`src/aaar_pkg.sv`:
```
// Shared types, constants and helpers for the affine area-average resampler.
package aaar_pkg;

    localparam int SAMPLE_W   = 16;
    localparam int ADDR_W     = 16;
    localparam int STORE_DEPTH = 1 << ADDR_W;
    localparam int COORD_W    = 54;
    localparam int POS_W      = 24;
    localparam int SPAN_W     = 17;
    localparam int PROD_W     = 49;
    localparam int DS_W       = 2 * SPAN_W;
    localparam int ACC_W      = 66;
    localparam int AREA_W     = 49;
    localparam int QUOT_W     = 16;
    localparam int DIM_W      = 9;
    localparam int CFG_IDX_W  = 3;
    localparam int CFG_DATA_W = 32;
    localparam int IN_DATA_W  = 96;
    localparam int OUT_DATA_W = 48;

    localparam logic [DIM_W-1:0]      MAX_DIM = 9'd256;
    localparam logic [CFG_DATA_W-1:0] ONE_Q16 = 32'h0001_0000;

    typedef enum logic [CFG_IDX_W-1:0] {
        CFG_COEF_XX, CFG_COEF_XY, CFG_COEF_YX, CFG_COEF_YY,
        CFG_OFFSET_X, CFG_OFFSET_Y, CFG_IMAGE_WIDTH, CFG_IMAGE_HEIGHT
    } t_cfg_idx;

    localparam logic CMD_LOAD  = 1'b0;
    localparam logic CMD_QUERY = 1'b1;

    typedef struct packed {
        logic load_we;
        logic capture;
        logic map1;
        logic map2;
        logic map3;
        logic check;
        logic row_init;
        logic step;
        logic div_init;
        logic div_step;
        logic out_load;
    } t_dp_cmd;

    typedef struct packed {
        logic undef;
        logic ident;
        logic last_pix;
        logic div_last;
        logic out_free;
    } t_dp_sts;

    // Overlap of source cell idx with the span [lo, hi] on one axis.
    function automatic logic [SPAN_W-1:0] span_len(input logic [7:0] idx,
                                                    input logic [POS_W-1:0] lo,
                                                    input logic [POS_W-1:0] hi);
        logic [POS_W:0] top;
        logic [POS_W:0] bot;
        logic [POS_W:0] e;
        logic [POS_W:0] s;
        logic [POS_W:0] d;
        top = {1'b0, idx, 16'h0000};
        bot = top + 25'h001_0000;
        e   = (bot > {1'b0, hi}) ? {1'b0, hi} : bot;
        s   = (top < {1'b0, lo}) ? {1'b0, lo} : top;
        d   = e - s;
        return d[SPAN_W-1:0];
    endfunction

endpackage

```
`src/aaar_ctrl.sv`:
```
// Sequencing state machine for the affine area-average resampler.
module aaar_ctrl
    import aaar_pkg::*;
(
    input  logic    i_clk,
    input  logic    i_rst_n,
    input  logic    i_s_tvalid,
    input  logic    i_s_tuser,
    output logic    o_s_tready,
    input  t_dp_sts i_sts,
    output t_dp_cmd o_cmd
);

    typedef enum logic [3:0] {
        IDLE, MAP1, MAP2, MAP3, CHECK, DECIDE, IREAD, ROWINIT,
        WALK, DRAIN, DIVINIT, DIVIDE, FINISH
    } t_state;

    t_state     r_state, n_state;
    logic [1:0] r_drain, n_drain;
    logic       accept;

    assign o_s_tready = (r_state == IDLE);
    assign accept     = i_s_tvalid && o_s_tready;

    always_comb begin
        n_state = r_state;
        n_drain = r_drain;
        case (r_state)
            IDLE: begin
                if (accept && i_s_tuser == CMD_QUERY) n_state = MAP1;
            end
            MAP1:    n_state = MAP2;
            MAP2:    n_state = MAP3;
            MAP3:    n_state = CHECK;
            CHECK:   n_state = DECIDE;
            DECIDE: begin
                if (i_sts.undef)      n_state = FINISH;
                else if (i_sts.ident) n_state = IREAD;
                else                  n_state = ROWINIT;
            end
            IREAD:   n_state = FINISH;
            ROWINIT: n_state = WALK;
            WALK: begin
                if (i_sts.last_pix) begin
                    n_state = DRAIN;
                    n_drain = 2'd0;
                end
            end
            DRAIN: begin
                // hold until the three multiply/accumulate stages are empty
                n_drain = r_drain + 2'd1;
                if (r_drain == 2'd2) n_state = DIVINIT;
            end
            DIVINIT: n_state = DIVIDE;
            DIVIDE: begin
                if (i_sts.div_last) n_state = FINISH;
            end
            FINISH: begin
                if (i_sts.out_free) n_state = IDLE;
            end
            default: n_state = IDLE;
        endcase
    end

    always_comb begin
        o_cmd          = '0;
        o_cmd.load_we  = accept && (i_s_tuser == CMD_LOAD);
        o_cmd.capture  = accept && (i_s_tuser == CMD_QUERY);
        o_cmd.map1     = (r_state == MAP1);
        o_cmd.map2     = (r_state == MAP2);
        o_cmd.map3     = (r_state == MAP3);
        o_cmd.check    = (r_state == CHECK);
        o_cmd.row_init = (r_state == ROWINIT);
        o_cmd.step     = (r_state == WALK);
        o_cmd.div_init = (r_state == DIVINIT);
        o_cmd.div_step = (r_state == DIVIDE);
        o_cmd.out_load = (r_state == FINISH) && i_sts.out_free;
    end

    always_ff @(posedge i_clk) begin
        if (!i_rst_n) begin
            r_state <= IDLE;
            r_drain <= 2'd0;
        end else begin
            r_state <= n_state;
            r_drain <= n_drain;
        end
    end

endmodule

```
`config.mk`:
```
export PLATFORM = sky130hd
export DESIGN_NAME = aaar_ctrl
export DESIGN_NICKNAME = d
export VERILOG_FILES = /design/src/aaar_pkg.sv /design/src/aaar_ctrl.sv
export SDC_FILE = /design/constraint.sdc
export NUM_CORES = 1
export LEC_CHECK = 0
export BUFFER_PORTS_ARGS = -buffer_cell sky130_fd_sc_hd__buf_4
export CORE_AREA = 2 2 40 42
export CTS_CLUSTER_SIZE = 30
export DETAILED_ROUTE_END_ITERATION = 8
export DIE_AREA = 0 0 42 44
export HOLD_SLACK_MARGIN = 0.15
export PLACE_DENSITY_LB_ADDON = 0.3
export SLEW_MARGIN = 20
export SYNTH_ARGS = -nofsm -noshare
export SYNTH_HDL_FRONTEND = slang
export SYNTH_SLANG_ARGS = --single-unit
```
`constraint.sdc`:
```
create_clock -name i_clk -period 1.2 [get_ports i_clk]
set_input_delay 0.18 -clock i_clk [delete_from_list [all_inputs] [get_ports i_clk]]
set_output_delay 0.18 -clock i_clk [all_outputs]
set_load 0.02 [all_outputs]
```
# Word level (Yosys, flattened, before mapping)
# Index checks and enable logic that the tools add are counted.
dict set report word_totals {
  wordCells 40
  out_inout_bits 12
  ff_bits 6
  input_bits 9
}
dict set report classes {
  addsub 1
  muxes 10
  eq_ne 18
  reduce_logical 8
  n_bitwise 1
}
# operator count
set op_table {}
lappend op_table {{4-bit case mux with 13 select lines} 1}
lappend op_table {{4-bit 2-to-1 mux} 6}
lappend op_table {{4-bit == test, second input constant} 5}
lappend op_table {{4-bit by 3-bit == test with 1-bit output, second input constant} 4}
lappend op_table {{4-bit by 2-bit == test with 1-bit output, second input constant} 2}
lappend op_table {{2-bit != test, second input constant} 4}
lappend op_table {{5-bit AND reduction} 1}
lappend op_table {{4-bit by 1-bit == test with 1-bit output, second input constant} 1}
lappend op_table {{1-bit logical AND} 4}
lappend op_table {{4-bit logical NOT} 1}
lappend op_table {{2-bit case mux with 2 select lines} 1}
lappend op_table {{2-bit by 1-bit adder with 2-bit output, second input constant} 1}
lappend op_table {{2-bit == test, second input constant} 1}
lappend op_table {{2-bit 2-to-1 mux} 1}
lappend op_table {{2-bit by 1-bit != test with 1-bit output, second input constant} 1}
lappend op_table {{2-bit AND reduction} 1}
lappend op_table {{2-bit nonzero test} 1}
lappend op_table {{1-bit 2-to-1 mux} 1}
lappend op_table {{1-bit NOT} 1}

# Logic depth before layout (Yosys ltp)
# Gate-level depths: netlist (run 1).
dict set report depth {
  word_depth 5
  mapped_depth 6
  mapped_depth_nobuf 6
}

# Worst setup path before layout (run 1)
# No wires, ideal clock.
dict set report synth_path {
  kind {reg-to-output}
  from {register r_state[0]}
  to {output port o_cmd[3] (netlist bit)}
  required_time_ns 1.020
  path_buffers 2
  path_slack_ns -0.381
  stages_incl_launch_ff 4
  t_arrival_ns 1.401
  path_cell_list {dfxtp_1 -> buf_4 -> buf_2 -> nor4b_1}
}
# element line
set synth_lines {}
lappend synth_lines {{start, declared} aaar_ctrl.sv:19} ;# t_state r_state, n_state;
lappend synth_lines {{start signal, assigned} aaar_ctrl.sv:86} ;# r_state <= n_state;
lappend synth_lines {{end, declared} aaar_ctrl.sv:11} ;# output t_dp_cmd o_cmd

==> impl_results.md, run 1 <==
* Fmax at approximately 610 MHz
* CTS Buffer Depth at 2
* Routed Antenna Nets at 0
* Die height at between 40 and 50 um
* WS Path Type: reg2out
* Mapped Cells at 73
* WL met3 at about 84 um
* Area Overhead vs Synth at 129%
* Top-area cell type share of the netlist area at 0.217
* Core box area at between 1000 and 1500 um^2
* DRT iter0 DRCs at 9
* Max-cap violations at 0
* Pin count of the biggest net entering global routing at 11
* YS warnings at 0
* First-pass GRT wire length at 3.42 mm
* Status: finished with violations
* Crit. End Element: output pin
* Via count at between 700 and 800
* Failing checks: negative setup slack
* Yosys cell types at 33
* Net Count, Synth at 83
* Clock Tree Root: clkbuf_4
* Asr flop ratio synth at 0
* Ant. Diodes at 0
* Final period utilization at 1.36
* Vias in the first global route at between 700 and 800
* Final net count at 128
* Pwr per Cell Area at 2060 nW/um^2
* TritonCTS clock tree: done
* IO Pins at 21
* Area leader, netlist: dfxtp_1
* Critical path launch point type: register
* Mapped cell area at roughly 550 um^2
* DR WL met2 at 1.29 mm
* Required @ worst endpoint at 1.02 ns
* Share of cells above drive strength 1 at 0.698
* Port Buffer Count at 20
* Synthesized flop and latch total at 6
* Placed Cells incl. Taps at 115
* Non-filler cells, final at approximately 130
* Area of the multi-input gates at 559 um^2
* Cell Rows at 14
* Clock sink total at 6
* Final-report max-slew violation count at 0
* Clock Skew at 0.000950 ns
* Peak supply drop at approximately 1.2 mV
* CTS buffer count at 3
* Clock Latency Late Sink at 0.26 ns
* Final wirelength at 2.43 mm
* Lkg Pwr at 0.529 nW
* Die area at around 1800 um^2
* Setup violators final at 18
* GPL Wtd Cong at 0.784
* Worst Path Arrival at 1.46 ns
* Overflow after GRT at 0
* Design Area, Final at 1270 um^2
* Placed standard-cell area at 922 um^2
* Final hold slack at 0.214 ns
* Vias per cell at 5.61
* TritonRoute pass-1 iters at 4
* Starting Density at 0.391
* Min cycle time layout at 1.64 ns
* Sum Neg Setup Slack at -4.38 ns
* Sequential share of the synthesized area at 0.217
* Global Route Usage Sum at 0.249
* Uppermost routed layer: met4
* Post-synth EDFFs at 0
* Top_reg_cell synth: dfxtp_1
* Slew @ Worst Pin at 0.351 ns
* Ranking of synthesized cells by area: dfxtp_1 (22%), nand2_1 (9.5%), mux2i_1 (9.0%)
* Clock-pin slew on the worst setup and hold paths at 0.05 ns
* Sequential standard cell area at 133 um^2
* Drc violations at 0
* Initial antenna violation count at 0
* Post-DP HPWL at 1.15 mm
* Crit-path max FO at 7
* Drt wl/cell at 18.4 um
* Final Hold Fails at 0
* Htree depth at 1
* Min-delay worst type: in2reg
* Slew headroom at 0.764
* Final setup margin at -0.436 ns
* Syn avg cell area at approximately 7.6 um^2
* Fillers at 60
* WL met1 at 1.01 mm
* Die width at 42 um
* RSZ-0062 raised after global routing: true
==> Yosys cell counts (all sizes together) (2+ instances only) <==
cell type,n
and3,2
buf,5
clkbuf,2
dfxtp,6
inv,2
mux2i,5
nand2,15
nand2b,2
nand3,3
nor2,5
nor3,5
nor4,2
nor4b,2
o21ai,6
==> worst paths after layout <==
kind / endpoint / startpoint / cells after the start / slack, ns
worst max-delay path: o_cmd[9] / r_state[1]$_SDFFE_PN0P_ / 4 / -0.44
worst min-delay path: r_drain[1]$_SDFFE_PN0P_ / i_rst_n / 2 / 0.21
worst max register to register: r_state[2]$_SDFFE_PN0P_ / r_state[2]$_SDFFE_PN0P_ / 7 / -0.28
worst min register to register: r_drain[0]$_SDFFE_PN0P_ / r_drain[0]$_SDFFE_PN0P_ / 2 / 0.47
==> kinds of logic after synthesis <==
family	after synthesis	share of synthesized area
adders and majority gates	1	0.0226
and+or+nand+nor	41	0.424
AOI/OAI and AO/OA	11	0.147
muxes	5	0.0903
DFF	6	0.217
buffers and inverters	9	0.0993
==> power by group <==
group / internal, mW / leakage (nW) / switching, mW
combinational: 1.14 / 0.464 / 0.937
clock: 0.114 / 0.0138 / 0.0925
sequential: 0.256 / 0.0514 / 0.0803
==> what timing repair did <==
item,in CTS,in global routing
hold buffers,0,0
gates resized for setup,33,12
pin swaps,7,8
endpoints found under the setup margin,17,18
gates cloned,1,0
setup buffers,9,4
==> flip-flops by register name, summed over array words and instances, names as in the netlist <==
name	cells
r_state	4
r_drain	2
==> metrics by stage <==
step	worst slack, ns	utilization	power (mW)
after floorplan	-0.0968	-	1.28
after global placement	-0.154	0.650	1.50
after detailed placement	-0.178	0.650	1.53
after CTS	-0.354	0.836	2.29
after global routing	-0.512	0.895	2.74
final	-0.436	0.895	2.62
==> cell type report <==
cell class                 count  share of cell area
inverter                       2              0.0158
sequential                     6               0.104
multi-input combinational     58               0.440
clock buffer                   3              0.0177
tap                           16              0.0158
timing repair buffer          47               0.406
==> routing by layer <==
metal / global-route usage / vias up
met4: 0.0968 / 0
li1: - / 346
met2: 0.450 / 25
met5: 0 / -
met3: 0.0542 / 7
met1: 0.287 / 363
==> layout by cell type, fill, tap and decap left out, drive strengths merged, types with 2 or more instances in the layout <==
cell / instances
buf: 46
nand2: 15
dfxtp: 6
o21ai: 6
mux2i: 5
nor3: 5
nor2: 5
clkbuf: 3
nand3: 3
nor4: 2
nand2b: 2
inv: 2
nor4b: 2
and3: 2
==> critical path: stages (launching register included) <==
cell     delay (ns)
dfxtp_4        0.37
buf_6          0.12
nor4_4         0.33
and3_4         0.25
buf_6          0.11
Power figures use the tool's default switching activity.
==> inputs of run 2 (changes only) <==
ABC_AREA = 1   (was not set)
==> run 2 against run 1 <==
- sequential share of layout area grew 2.5 points
- design area shrank 18%
- the run still ends with negative setup slack left
- maximum frequency grew 20%
==> impl_results.md, run 2 <==
* Final Hold Fails at 0 (unchanged)
* DRT iter0 DRCs at 12 (+3)
* Clock-pin slew on the worst setup and hold paths at 0.04 ns (about the same)
* WS Path Type: reg2out
* Pwr per Cell Area at 2800 nW/um^2 (+36%)
* Pin count of the biggest net entering global routing at 9 (-2)
* CTS buffer count at 3 (unchanged)
* Critical path launch point type: register
* TritonRoute pass-1 iters at 3 (-1)
* Hold-critical path depth at 3 (+1)
* Design Area, Final at 1040 um^2 (-18%)
* Placed standard-cell area at 773 um^2 (-16%)
* Synthesized flop and latch total at 6 (unchanged)
* Sequential standard cell area at 135 um^2 (+1.9%)
* Routing usage on met1 at 0.223 (-0.0641)
* IO Pins at 21 (unchanged)
* Setup violators final at 16 (-2)
* Die height at 44 um (unchanged)
* Fmax at 734 MHz (+20%)
* Most flop-heavy register: r_state
* Simple-Gate Fraction of Synth Area at 0.476 (+0.0514)
* Global Route Usage Sum at 0.191 (-0.0579)
* Cell Rows at 14 (unchanged)
* Failing checks: negative setup slack
* Final period utilization at 1.14 (-0.228)
* Net Count, Synth at 106 (+28%)
* Mapped Cells at 96 (+32%)
* Worst r2r src: r_state[2]$_SDFFE_PN0P_
* TritonCTS clock tree: done
* Htree depth at 1 (unchanged)
* Final net count at 145 (+13%)
* Final core utilization at 0.735 (-0.160)
* Commonest cells post-synth: nor2_1 (20), nand2_1 (19), inv_1 (16), nand3_1 (7)
* Mux contribution to synthesized area at 0 (-0.0903)
* Ant. Diodes at 0 (unchanged)
* Hold endpoint: r_state[1]$_SDFFE_PN0P_
* Lkg Pwr at 0.507 nW (-4.2%)
* Met3 usage at 0.0250 (-0.0292)
* Ranking of synthesized cells by area: dfxtp_1 (22%), nor2_1 (14%), nand2_1 (13%)
* Min-delay worst type: in2reg
* Crit-path max FO at 5 (-2)
* Clock sink total at 6 (unchanged)
* Sequential share of the synthesized area at 0.222 (+0.00500)
* Top Registers: r_state x4, r_drain x2
* CP max stage delay at 0.36 ns (about the same)
* First-pass GRT wire length at 2.72 mm (-20%)
* Asr flop ratio synth at 0 (unchanged)
* Die width at 42 um (unchanged)
* Share of cells above drive strength 1 at 0.602 (-0.0968)
* Via count at 669 (-9.7%)
* Vias in the first global route at 683 (-9.8%)
* CTS Buffer Depth at 2 (unchanged)
* Required @ worst endpoint at 1.02 ns (about the same)
* Top-area cell type share of the netlist area at 0.222 (+0.00500)
* Worst flop-to-flop path endpoint: r_state[3]$_SDFFE_PN0P_
* Most used routing layer in global routing: met2
* Area of the multi-input gates at 472 um^2 (-16%)
* Met2 Resource Use GR at 0.344 (-0.106)
* Vias per cell at 4.49 (-20%)
* Crit-path most repeated cell: buf_6
* Worst Path Arrival at 1.18 ns (-0.28 ns)
* Mapped cell area at 542 um^2 (-2.3%)
* Die area at 1850 um^2 (unchanged)
* Yosys cell types at 20 (-39%)
* Area leader, netlist: dfxtp_1
* Drc violations at 0 (unchanged)
* Initial antenna violation count at 0 (unchanged)
* Crit. End Element: output pin
* Clock Tree Root: clkbuf_4
* RSZ-0062 raised after global routing: true
* Clock Skew at 0.00395 ns (+0.00300 ns)
* Largest register FFs at 4 (unchanged)
* Fillers at 102 (+70%)
* Max stage delay cell, worst path: dfxtp_4
* Most frequent cells in the layout: buf_4 (23), inv_1 (15), nor2_4 (13), nand2_1 (13), buf_6 (12)
* Post-synth EDFFs at 0 (unchanged)
* Final setup margin at -0.162 ns (+0.273 ns)
* YS warnings at 0 (unchanged)
* Reg-to-reg slack, setup at -0.14 ns (+0.14 ns)
* Drt wl/cell at 10.7 um (-42%)
* Core box area at 1420 um^2 (unchanged)
* Combinational family with the most area after synthesis: simple AND/OR/NAND/NOR gates
* Area Overhead vs Synth at 92.6%
* Synth Area in Adders at 0.0231 (+0.000521)
* Total power at 2.92 mW (+12%)
* GPL Wtd Cong at 0.791 (+0.91%)
* Routed Antenna Nets at 0 (unchanged)
* Peak supply drop at 1.56 mV (+29%)
* Clock Latency Late Sink at 0.24 ns (-0.02 ns)
* Commonest non-fill, non-tap cell in the layout: buf_4
* Min cycle time layout at 1.36 ns (-0.273 ns)
* Most numerous cell in the Yosys netlist: nor2_1
* Overflow after GRT at 0 (unchanged)
* Slew headroom at 0.717 (-0.0467)
* Final wirelength at 1.60 mm (-34%)
* Min-delay src: i_rst_n
* R2R depth at 9 (+2)
* Starting Density at 0.382 (-0.00882)
* Cells along the critical path: buf_6 > nor2_4 > inv_4 > nor2_2 > buf_6
* Post-Synth XOR/XNOR Area at 0 (unchanged)
* Post-DP HPWL at 1.08 mm (-6.0%)
* Port Buffer Count at 20 (unchanged)
* Status: finished with violations
* Slew @ Worst Pin at 0.424 ns (+0.0726 ns)
* Complex-gate fraction of the synthesized area at 0.113 (-0.0336)
* Top_reg_cell synth: dfxtp_1
* Syn avg cell area at 5.64 um^2 (-26%)
* Final-report max-slew violation count at 0 (unchanged)
* Max-cap violations at 0 (unchanged)
==> run 2: cell count changes after synthesis, moves of 5 or more <==
cell     delta
nand3_1     +5
nand2_1     +5
a21oi_1     +5
mux2i_1     -5
nor2_1     +15
inv_1      +15
==> run 2: worst max-delay path by stage <==
stage,slack (ns),startpoint,cells past startpoint,endpoint
floorplan,-0.05,r_state[1]$_SDFFE_PN0P_,8,r_state[3]$_SDFFE_PN0P_
finish,-0.16,r_state[2]$_SDFFE_PN0P_,5,o_cmd[3]
detailed placement,-0.03,r_state[2]$_SDFFE_PN0P_,6,o_cmd[9]
CTS,-0.19,r_state[0]$_SDFFE_PN0P_,6,o_cmd[9]
global route,-0.24,r_state[2]$_SDFFE_PN0P_,5,o_cmd[3]
global placement,-0.03,r_state[2]$_SDFFE_PN0P_,6,o_cmd[9]
==> run 2: power breakdown <==
part,internal [mW],switching [mW]
Sequential,0.314,0.138
Combinational,1.05,1.25
Clock,0.112,0.0617
==> run 2: area by class of cell <==
type	instances	share of cell area
clock buffer	3	0.0216
inverter	21	0.0827
multi-input combinational	68	0.452
sequential	6	0.129
tap	16	0.0192
timing repair buffer	35	0.295
==> run 2: through the flow <==
stage	hold slack (ns)	setup WS [ns]	cells	TNS [ns]
6_report	0.203	-0.162	149	-1.94
3_3_place_gp	0.446	-0.0293	138	-0.0871
2_1_floorplan	0.301	-0.0461	96	-0.215
5_1_grt	0.177	-0.243	149	-3.17
3_5_place_dp	0.457	-0.0304	138	-0.100
4_1_cts	0.189	-0.190	149	-1.64
==> run 2: metal layers <==
layer  wire length [um]  share of wire
met1                690           0.43
met2                888           0.56
met3                 17          0.011
met4                  0              0
met5                  0              0
==> run 2: cell families (layout without fill, tap and decap cells) <==
group | after synthesis | count (layout)
compound gates | 11 | 11
fa+ha+maj | 1 | 1
flops | 6 | 6
buf+inv | 22 | 59
simple gates | 56 | 56
==> run 2: repair_timing <==
| item | 4_1_cts | 5_1_grt |
|---|---|---|
| buffers inserted | 8 | 0 |
| hold buffers | 0 | 0 |
| pin swaps | 8 | 9 |
| endpoints found under the setup margin | 18 | 18 |
| resized for setup | 30 | 25 |
==> run 2: critical path, delay by kind of cell (launching register included) <==
kind          cells  cell delay [ns]
flops             1             0.36
buf+inv           3             0.32
simple gates      2             0.26
==> inputs of run 3 (changes only) <==
CORE_AREA = 10 10 48 50   (was 2 2 40 42)
DIE_AREA = 0 0 58 60   (was 0 0 42 44)
SLEW_MARGIN = not set   (was 20)
==> run 3 against run 2 <==
- the flow still finishes with violations (negative setup slack)
- total power decreased by 9.4%
- register-to-register slack improved by 0.02 ns
- clock skew increased by 0.0013 ns
- design area is 7.0% lower
- final cell count is 1.3% lower
- die area increased by 88%
- global-route usage is 9.2 points lower
- clock power about the same
- combinational power decreased by 13%
- critical endpoint is now o_cmd[10]
- largest power group unchanged
==> impl_results.md, run 3 (same netlist as run 2, synthesis figures left out) <==
* R2R depth at 9 (unchanged)
* IO Pins at 21 (unchanged)
* Sequential standard cell area at 135 um^2 (unchanged)
* Setup violators final at 16 (unchanged)
* TritonCTS clock tree: done
* Critical path launch point type: register
* Clock Tree Root: clkbuf_4
* Final Hold Fails at 0 (unchanged)
* Cell Rows at 14 (unchanged)
* Final setup margin at -0.155 ns (+0.00735 ns)
* Clock sink total at 6 (unchanged)
* Vias in the first global route at 667 (-2.3%)
* Final core utilization at 0.676 (-0.0595)
* CTS buffer count at 3 (unchanged)
* Peak supply drop at 1.40 mV (-9.9%)
* Final wirelength at 1.81 mm (+14%)
* Total power at 2.65 mW (-9.4%)
* Final net count at 143 (-1.4%)
* Fmax at 738 MHz (+0.54%)
* Area of the multi-input gates at 425 um^2 (-9.8%)
* Pwr per Cell Area at 2730 nW/um^2 (-2.6%)
* Worst Path Arrival at 1.18 ns (about the same)
* Slew headroom at 0.806 (+0.0890)
* Most frequent cells in the layout: buf_4 (22), nand2_1 (15), inv_1 (14), nor2_4 (11), buf_6 (11)
* Clock Skew at 0.00524 ns (+0.00128 ns)
* WS Path Type: reg2out
* Hold-critical path depth at 3 (unchanged)
* Drt wl/cell at 12.3 um (+15%)
* Min-delay worst type: in2reg
* Slew @ Worst Pin at 0.290 ns (-0.133 ns)
* Routed Antenna Nets at 0 (unchanged)
* CTS Buffer Depth at 2 (unchanged)
* Vias per cell at 4.62 (+2.9%)
* Commonest non-fill, non-tap cell in the layout: buf_4
* Area Overhead vs Synth at 79.2%
* Post-DP HPWL at 1.28 mm (+18%)
* Clock Latency Late Sink at 0.24 ns (about the same)
* Fillers at 121 (+19%)
* DP Worst Slack at -0.0373 ns (-0.00685 ns)
* Required @ worst endpoint at 1.02 ns (about the same)
* Lkg Pwr at 0.490 nW (-3.3%)
* First-pass GRT wire length at 2.81 mm (+3.3%)
* Global Route Usage Sum at 0.0991 (-0.0924)
* Die height at 60 um (+36%)
* Via count at 679 (+1.5%)
* Die area at 3480 um^2 (+88%)
* Final-report max-slew violation count at 0 (unchanged)
* GPL Wtd Cong at 0.948 (+20%)
* Initial antenna violation count at 0 (unchanged)
* Top Registers: r_state x4, r_drain x2
* Failing checks: negative setup slack
* Most flop-heavy register: r_state
* Placed standard-cell area at 781 um^2 (+0.97%)
* Crit-path max FO at 6 (+1)
* Die width at 58 um (+38%)
* Pin count of the biggest net entering global routing at 9 (unchanged)
* Status: finished with violations
* Min cycle time layout at 1.36 ns (-0.00735 ns)
* Crit. End Element: output pin
* Design Area, Final at 971 um^2 (-7.0%)
* Ant. Diodes at 0 (unchanged)
* Max-cap violations at 0 (unchanged)
* Htree depth at 1 (unchanged)
* Share of cells above drive strength 1 at 0.527 (-0.0748)
* Overflow after GRT at 0 (unchanged)
* Clock-pin slew on the worst setup and hold paths at 0.05 ns (about the same)
* TritonRoute pass-1 iters at 4 (+1)
* Final period utilization at 1.13 (-0.00612)
* Final hold slack at 0.200 ns (-0.00310 ns)
* Drc violations at 0 (unchanged)
* Starting Density at 0.377 (-0.00466)
* Largest register FFs at 4 (unchanged)
* DRT iter0 DRCs at 9 (-3)
* Port Buffer Count at 20 (unchanged)
* RSZ-0062 raised after global routing: true
* Core box area at 1440 um^2 (+1.2%)
[run 3: cell type report]
class | instances | area share
clock buffers | 3 | 0.0232
inverters | 21 | 0.0812
multi-input cells | 68 | 0.438
flip-flops and latches | 6 | 0.139
well taps | 16 | 0.0206
repair buffers | 33 | 0.298
[run 3: metal layers]
layer	vias up	share of wire	GRT usage
met3	0	0.063	0.0318
met5	-	0	0
met1	302	0.37	0.102
li1	362	-	-
met2	15	0.56	0.178
met4	0	0	0.0470
[run 3: critical path: stages (launching register included)]
cell and delay (ns):
dfxtp_4 0.37, nor2_4 0.11, inv_2 0.06, nor2_4 0.13, nand2_4 0.07, nor2_4 0.08, buf_6 0.12
[run 3: where the power goes]
part | internal, mW | total [mW] | switching, mW
Sequential | 0.315 | 0.462 | 0.147
Combinational | 0.918 | 2.01 | 1.09
Clock | 0.113 | 0.176 | 0.0637
Total | 1.35 | 2.65 | 1.30
[run 3: worst paths after layout]
path,from,end,slack (ns)
max,r_state[2]$_SDFFE_PN0P_,o_cmd[10],-0.16
min,i_rst_n,r_state[1]$_SDFFE_PN0P_,0.20
max reg2reg,r_state[2]$_SDFFE_PN0P_,r_state[3]$_SDFFE_PN0P_,-0.12
min reg2reg,r_drain[1]$_SDFFE_PN0P_,r_drain[1]$_SDFFE_PN0P_,0.47
[run 3: timing repair]
action                                  4_1_cts  5_1_grt
hold buffers                                  0        0
setup buffers                                 4        1
gates resized for setup                      21       20
pin swaps                                     5        6
hold endpoints to repair                      0        0
endpoints found under the setup margin       18       18
[run 3: stage by stage]
step                setup TNS (ns)  std cells
global route                 -2.81        147
finish                       -1.64        147
global placement           -0.0939        139
detailed placement          -0.185        139
CTS                          -1.80        146
floorplan                   -0.215         96
